==> src/rtl/bts_pkg.sv <==
// ----------------------------------------------------------------------------
// bts_pkg
// Shared widths, codes and controller/datapath types of the texture sampler.
// ----------------------------------------------------------------------------
`default_nettype none

package bts_pkg;

    localparam int TEXEL_ADDR_W = 16;
    localparam int CH_W         = 8;
    localparam int TEXEL_W      = 3 * CH_W;
    localparam int COORD_W      = 16;
    localparam int CFG_IDX_W    = 2;
    localparam int CFG_DATA_W   = 9;

    localparam logic [CFG_IDX_W-1:0] CFG_TEX_WIDTH       = 2'd0;
    localparam logic [CFG_IDX_W-1:0] CFG_TEX_HEIGHT      = 2'd1;
    localparam logic [CFG_IDX_W-1:0] CFG_TEXTURE_PRESENT = 2'd2;

    localparam logic [TEXEL_W-1:0] CHECK_COLOR = 24'hFF55FF;
    localparam logic [TEXEL_W-1:0] CHECK_BLACK = 24'h000000;

    typedef enum logic {
        OP_LOAD   = 1'b0,
        OP_SAMPLE = 1'b1
    } t_op;

    typedef enum logic [1:0] {
        TAP_00 = 2'd0,
        TAP_01 = 2'd1,
        TAP_10 = 2'd2,
        TAP_11 = 2'd3
    } t_tap;

    typedef enum logic {
        RES_FILTER  = 1'b0,
        RES_CHECKER = 1'b1
    } t_res_src;

    typedef enum logic [3:0] {
        S_IDLE,
        S_ROW,
        S_RD0,
        S_RD1,
        S_RD2,
        S_RD3,
        S_BLX,
        S_BLY,
        S_CHK
    } t_state;

    typedef struct packed {
        logic     mem_we;    // write the load request into the store
        logic     split_en;  // latch coordinates and axis split
        logic     row_en;    // latch row base addresses
        logic     rd_en;
        t_tap     rd_sel;
        logic     cap_en;
        t_tap     cap_sel;
        logic     blx_en;    // horizontal blend of both rows
        logic     push;      // load the output register
        t_res_src push_sel;
    } t_dp_cmd;

    typedef struct packed {
        logic tex_present;
    } t_dp_status;

endpackage

`default_nettype wire

==> src/rtl/bts_ctrl.sv <==
// ----------------------------------------------------------------------------
// bts_ctrl
// Sequencer: accepts requests, steps the datapath through the four texel
// reads and two blend passes, and owns the result valid flag.
// ----------------------------------------------------------------------------
`default_nettype none

module bts_ctrl (
    input  wire logic                i_clk,
    input  wire logic                i_rst_n,
    input  wire logic                i_req_valid,
    input  wire logic                i_req_op,
    input  wire logic                i_out_ready,
    input  wire bts_pkg::t_dp_status i_status,
    output logic                     o_req_ready,
    output logic                     o_out_valid,
    output bts_pkg::t_dp_cmd         o_cmd
);
    import bts_pkg::*;

    t_state r_state;
    t_state n_state;
    logic   r_out_valid;
    logic   n_out_valid;
    logic   accept;
    logic   out_free;

    assign accept   = i_req_valid && (r_state == S_IDLE);
    assign out_free = !r_out_valid || i_out_ready;

    // next state
    always_comb begin
        n_state = r_state;
        case (r_state)
            S_IDLE: begin
                if (accept && (i_req_op == OP_SAMPLE)) begin
                    n_state = i_status.tex_present ? S_ROW : S_CHK;
                end
            end
            S_ROW: n_state = S_RD0;
            S_RD0: n_state = S_RD1;
            S_RD1: n_state = S_RD2;
            S_RD2: n_state = S_RD3;
            S_RD3: n_state = S_BLX;
            S_BLX: n_state = S_BLY;
            S_BLY: begin
                if (out_free) begin
                    n_state = S_IDLE;
                end
            end
            S_CHK: begin
                if (out_free) begin
                    n_state = S_IDLE;
                end
            end
            default: n_state = S_IDLE;
        endcase
    end

    // outputs
    always_comb begin
        o_cmd          = '0;
        o_cmd.rd_sel   = TAP_00;
        o_cmd.cap_sel  = TAP_00;
        o_cmd.push_sel = RES_FILTER;
        o_req_ready    = 1'b0;
        case (r_state)
            S_IDLE: begin
                o_req_ready    = 1'b1;
                o_cmd.mem_we   = accept && (i_req_op == OP_LOAD);
                o_cmd.split_en = accept && (i_req_op == OP_SAMPLE);
            end
            S_ROW: o_cmd.row_en = 1'b1;
            S_RD0: begin
                o_cmd.rd_en  = 1'b1;
                o_cmd.rd_sel = TAP_00;
            end
            S_RD1: begin
                o_cmd.rd_en   = 1'b1;
                o_cmd.rd_sel  = TAP_01;
                o_cmd.cap_en  = 1'b1;
                o_cmd.cap_sel = TAP_00;
            end
            S_RD2: begin
                o_cmd.rd_en   = 1'b1;
                o_cmd.rd_sel  = TAP_10;
                o_cmd.cap_en  = 1'b1;
                o_cmd.cap_sel = TAP_01;
            end
            S_RD3: begin
                o_cmd.rd_en   = 1'b1;
                o_cmd.rd_sel  = TAP_11;
                o_cmd.cap_en  = 1'b1;
                o_cmd.cap_sel = TAP_10;
            end
            S_BLX: o_cmd.blx_en = 1'b1;
            S_BLY: begin
                o_cmd.push     = out_free;
                o_cmd.push_sel = RES_FILTER;
            end
            S_CHK: begin
                o_cmd.push     = out_free;
                o_cmd.push_sel = RES_CHECKER;
            end
            default: o_req_ready = 1'b0;
        endcase
    end

    always_comb begin
        n_out_valid = r_out_valid;
        if (o_cmd.push) begin
            n_out_valid = 1'b1;
        end else if (i_out_ready) begin
            n_out_valid = 1'b0;
        end
    end

    always_ff @(posedge i_clk) begin
        if (!i_rst_n) begin
            r_state     <= S_IDLE;
            r_out_valid <= 1'b0;
        end else begin
            r_state     <= n_state;
            r_out_valid <= n_out_valid;
        end
    end

    assign o_out_valid = r_out_valid;

endmodule

`default_nettype wire

==> config.mk <==
export PLATFORM = sky130hd
export DESIGN_NAME = bts_ctrl
export DESIGN_NICKNAME = d
export VERILOG_FILES = /design/src/rtl/bts_pkg.sv /design/src/rtl/bts_ctrl.sv
export SDC_FILE = /design/constraint.sdc
export NUM_CORES = 1
export LEC_CHECK = 0
export BUFFER_PORTS_ARGS = -buffer_cell sky130_fd_sc_hd__clkbuf_2
export CAP_MARGIN = 40
export CORE_AREA = 2 2 39 41
export DETAILED_ROUTE_END_ITERATION = 16
export DIE_AREA = 0 0 41 43
export MAX_ROUTING_LAYER = met4
export PLACE_DENSITY = 0.57
export SYNTH_ARGS = -nofsm -noshare
export SYNTH_HDL_FRONTEND = slang
export SYNTH_SLANG_ARGS = --single-unit
==> constraint.sdc <==
create_clock -name i_clk -period 1.25 [get_ports i_clk]
set_input_delay 0.25 -clock i_clk [delete_from_list [all_inputs] [get_ports i_clk]]
set_output_delay 0.25 -clock i_clk [all_outputs]
set_load 0.1 [all_outputs]
==> parameters.txt <==
Parameter                              Value

Floorplanning
  Effective utilization at floorplan ... 30.9%
  Die area ... 0.00176 mm^2
  Placement Rows ... 14
  Io pins ... 20
  Floorplan Core Area ... 0.00138 mm^2
  Overall die width ... 41 um
  Die height ... 43 um

Routing
  Vias per std cell ... 4.82
  1st-iter DRT viols ... 4
  Detailed-route wire length per cell ... 12.7 um
  Pre-antenna DRT Iters ... 2
  Number of vias in the routed layout ... 492
  Number of nets with antenna violations after detailed routing ... 0
  Wirelength, routed ... 1290 um
  Remaining DRCs ... 0

Synth
  Summed instance area of the synthesized netlist ... 428 um^2
  Distinct cell type count after synthesis ... 28
  Syn nets ... 54
  Syn. warnings ... 0
  Number of instances in the synthesized netlist ... 48
  Number of enable-type register cells in the synthesized netlist ... 0
  Synth Flop Type ... dfxtp_1
  Post-Syn Area per Cell ... 8.91 um^2
  Portion of the post-synthesis area used by sequential elements ... 23.4%
  Share of async-settable or async-resettable flops after synthesis ... 0%
  Number of flip-flops and latches in the synthesized netlist ... 5

Clock tree
  Clock buffers created by TritonCTS ... 3
  Number of hold-repair buffers added at the cts stage ... 0
  Clock Path Buffers ... 2
  Clock sinks ... 5
  Clock tree from TritonCTS ... yes
  Count of H-tree levels built during CTS ... 1
  Clk Latency, worst-skew pair ... 240 ps
  Clk Tree Root Cell ... clkbuf_4
  Clock slew at the register clock pins of the worst setup and hold paths ... 40 ps

Timing
  Worst slew margin relative to its limit ... 80.5%
  Highest achievable clock rate ... 604 MHz
  Final number of setup-violating endpoints ... 16
  Worst Setup Slack, final ... -405 ps
  Largest clock skew in the final design ... 0.945 ps
  Post-route minimum period ... 1660 ps
  RSZ-0062 raised after global routing ... true
  Transition time of the tightest slew-check pin ... 290 ps
  Final hold slack ... 262 ps
  Final hold violation count ... 0
  Max Transition Viols Final ... 0
  Fraction of the cycle the final worst path needs ... 132%

Pwr
  Switching Fraction ... 49.6%
  Part of the total power dissipated in the clock network ... 11.4%
  Leakage power ... 0.425 nW
  Switching power summed over all nets ... 0.816 mW
  Part of the total power dissipated in sequential elements ... 14.3%
  Power per Cell Area ... 1580 mW/mm^2
  Cell-internal power ... 0.828 mW
  Final total power ... 1.64 mW
  Fraction of power consumed by combinational cells ... 74.3%
  Max VDD drop ... 1.02 mV

Placement
  Final weighted congestion in routability-driven placement ... 0.822
  HPWL after detailed placement ... 868 um
  Quantity of I/O buffers inserted on ports ... 19

GRT
  Overall overflow remaining after global route ... 0
  Global-route wire length before repair ... 2180 um
  Maximum number of pins on one net before global-route repair ... 8
  Global-route usage over all layers ... 19.1%
  Number of global-route vias before repair ... 468
  Initial antenna violation count ... 0

Worst setup path
  Largest stage delay on the critical path ... 380 ps
  Reg2Reg Depth ... 5
  R2R Path Start ... r_state[1]
  Setup slack of the most critical reg-to-reg path ... -210 ps
  Cell-by-cell trace of the critical path ... nor4_4, nand2_1, nor2_4, buf_12
  Reg-to-reg endpoint ... r_state[0]
  Category of the worst setup path launch point ... flop
  Nature of the critical path endpoint ... primary output
  Standard cell with the maximum stage delay on the critical path ... dfxtp_4
  Critical path destination ... o_cmd[11]
  Maximum fanout along the worst path ... 6
  Crit path launch ... r_state[1]
  Req. time, crit path ... 1000 ps
  Kind of critical path ... flop to primary output
  Worst endpoint data arrival time ... 1410 ps

Finish
  Antenna Diode Count ... 0
  Nets ... 93
  Share of post-route cells with drive strength above 1 ... 81.4%
  Layout-stage area growth over the synthesis result ... 144%

Worst hold path
  Path type of the worst min-delay path ... input port to flop

Status
  Result of the run ... complete, but fails checks
  Violated checks ... negative setup slack

Run
  MaxCap Viol Count ... 0
Yosys cell counts, types with 2 or more instances:
library cell  n  area share (%)
nor2_1        7             6.1
xnor2_1       2             4.1
nor2b_1       2             2.9
buf_2         3             3.5
and3_1        2             2.9
nor3_1        3             3.5
inv_1         2             1.8
nand2_1       3             2.6
dfxtp_1       5              23
state kept, by name, summed over array words and instances (netlist names):
name	flops
r_state	4
o_out_valid	1
final cells by class:
type | instances | area [um^2]
repair buffers | 38 | 474
clock buffers | 4 | 26.3
well taps | 16 | 20.0
fillers | 93 | 340
multi-input cells | 37 | 397
inverters | 2 | 10.0
flip-flops and latches | 5 | 116
cell families after synthesis:
group | count (synthesis) | synth area share, %
simple gates | 28 | 45.0
buf+inv | 6 | 7.02
compound gates | 5 | 15.5
flops | 5 | 23.4
xor+xnor | 2 | 4.09
mux | 2 | 4.97
layout by cell type (no fill, tap or decap), types with 2 or more instances in the layout:
master / instances
dfxtp_4: 4
clkbuf_4: 3
nor2_1: 3
nor2_4: 3
buf_6: 7
nor4_4: 2
and3_4: 4
buf_12: 14
clkbuf_2: 5
nor3_1: 2
buf_4: 12
nor2b_4: 2
nand2_1: 3
stage by stage:
stage / instances / cell area (um^2) / setup TNS (ps) / util [%] / setup WS (ps)
6_report: 102 / 1040 / -4470 / 75.4 / -405
5_1_grt: 102 / 1040 / -5370 / 75.4 / -483
4_1_cts: 102 / 1030 / -4620 / 74.2 / -410
3_5_place_dp: 94 / 902 / -1740 / 65.2 / -177
3_3_place_gp: 94 / 902 / -1550 / 65.2 / -171
2_1_floorplan: 48 / 505 / -12880 / - / -1350
worst min path at each step:
stage | startpoint | slack, ps | end | cells after the start
finish | i_rst_n | 260 | r_state[1] | 2
global route | i_rst_n | 270 | r_state[1] | 2
CTS | i_rst_n | 250 | r_state[1] | 2
detailed placement | i_rst_n | 510 | r_state[1] | 2
global placement | i_rst_n | 510 | r_state[1] | 2
floorplan | i_rst_n | 370 | r_state[1] | 1
worst max-delay path: cells and delay by family (launching register included):
kind	cells	cell delay (ps)
AND/OR/NAND/NOR	3	610
flip-flops	1	380
buffers and inverters	1	180
power groups by stage:
stage	Clock, mW	Combinational [mW]	Sequential [mW]
2_1_floorplan	0	0.714	0.249
3_3_place_gp	0	1.08	0.237
3_5_place_dp	0	1.09	0.239
4_1_cts	0.198	1.19	0.234
5_1_grt	0.205	1.27	0.238
6_report	0.188	1.22	0.235
layer usage:
metal / up-vias / wire [um] / GRT usage (%)
met5: - / 0 / -
met4: 0 / 6 / 8.00
met3: 2 / 45 / 4.71
met2: 13 / 673 / 28.4
met1: 233 / 568 / 23.7
li1: 244 / - / -
what timing repair did:
item,CTS,global route
endpoints found under the hold margin,0,0
pin swaps,7,8
setup buffers,4,2
setup endpoints to repair,16,17
resized for setup,19,4
(Power assumes the default switching activity.)
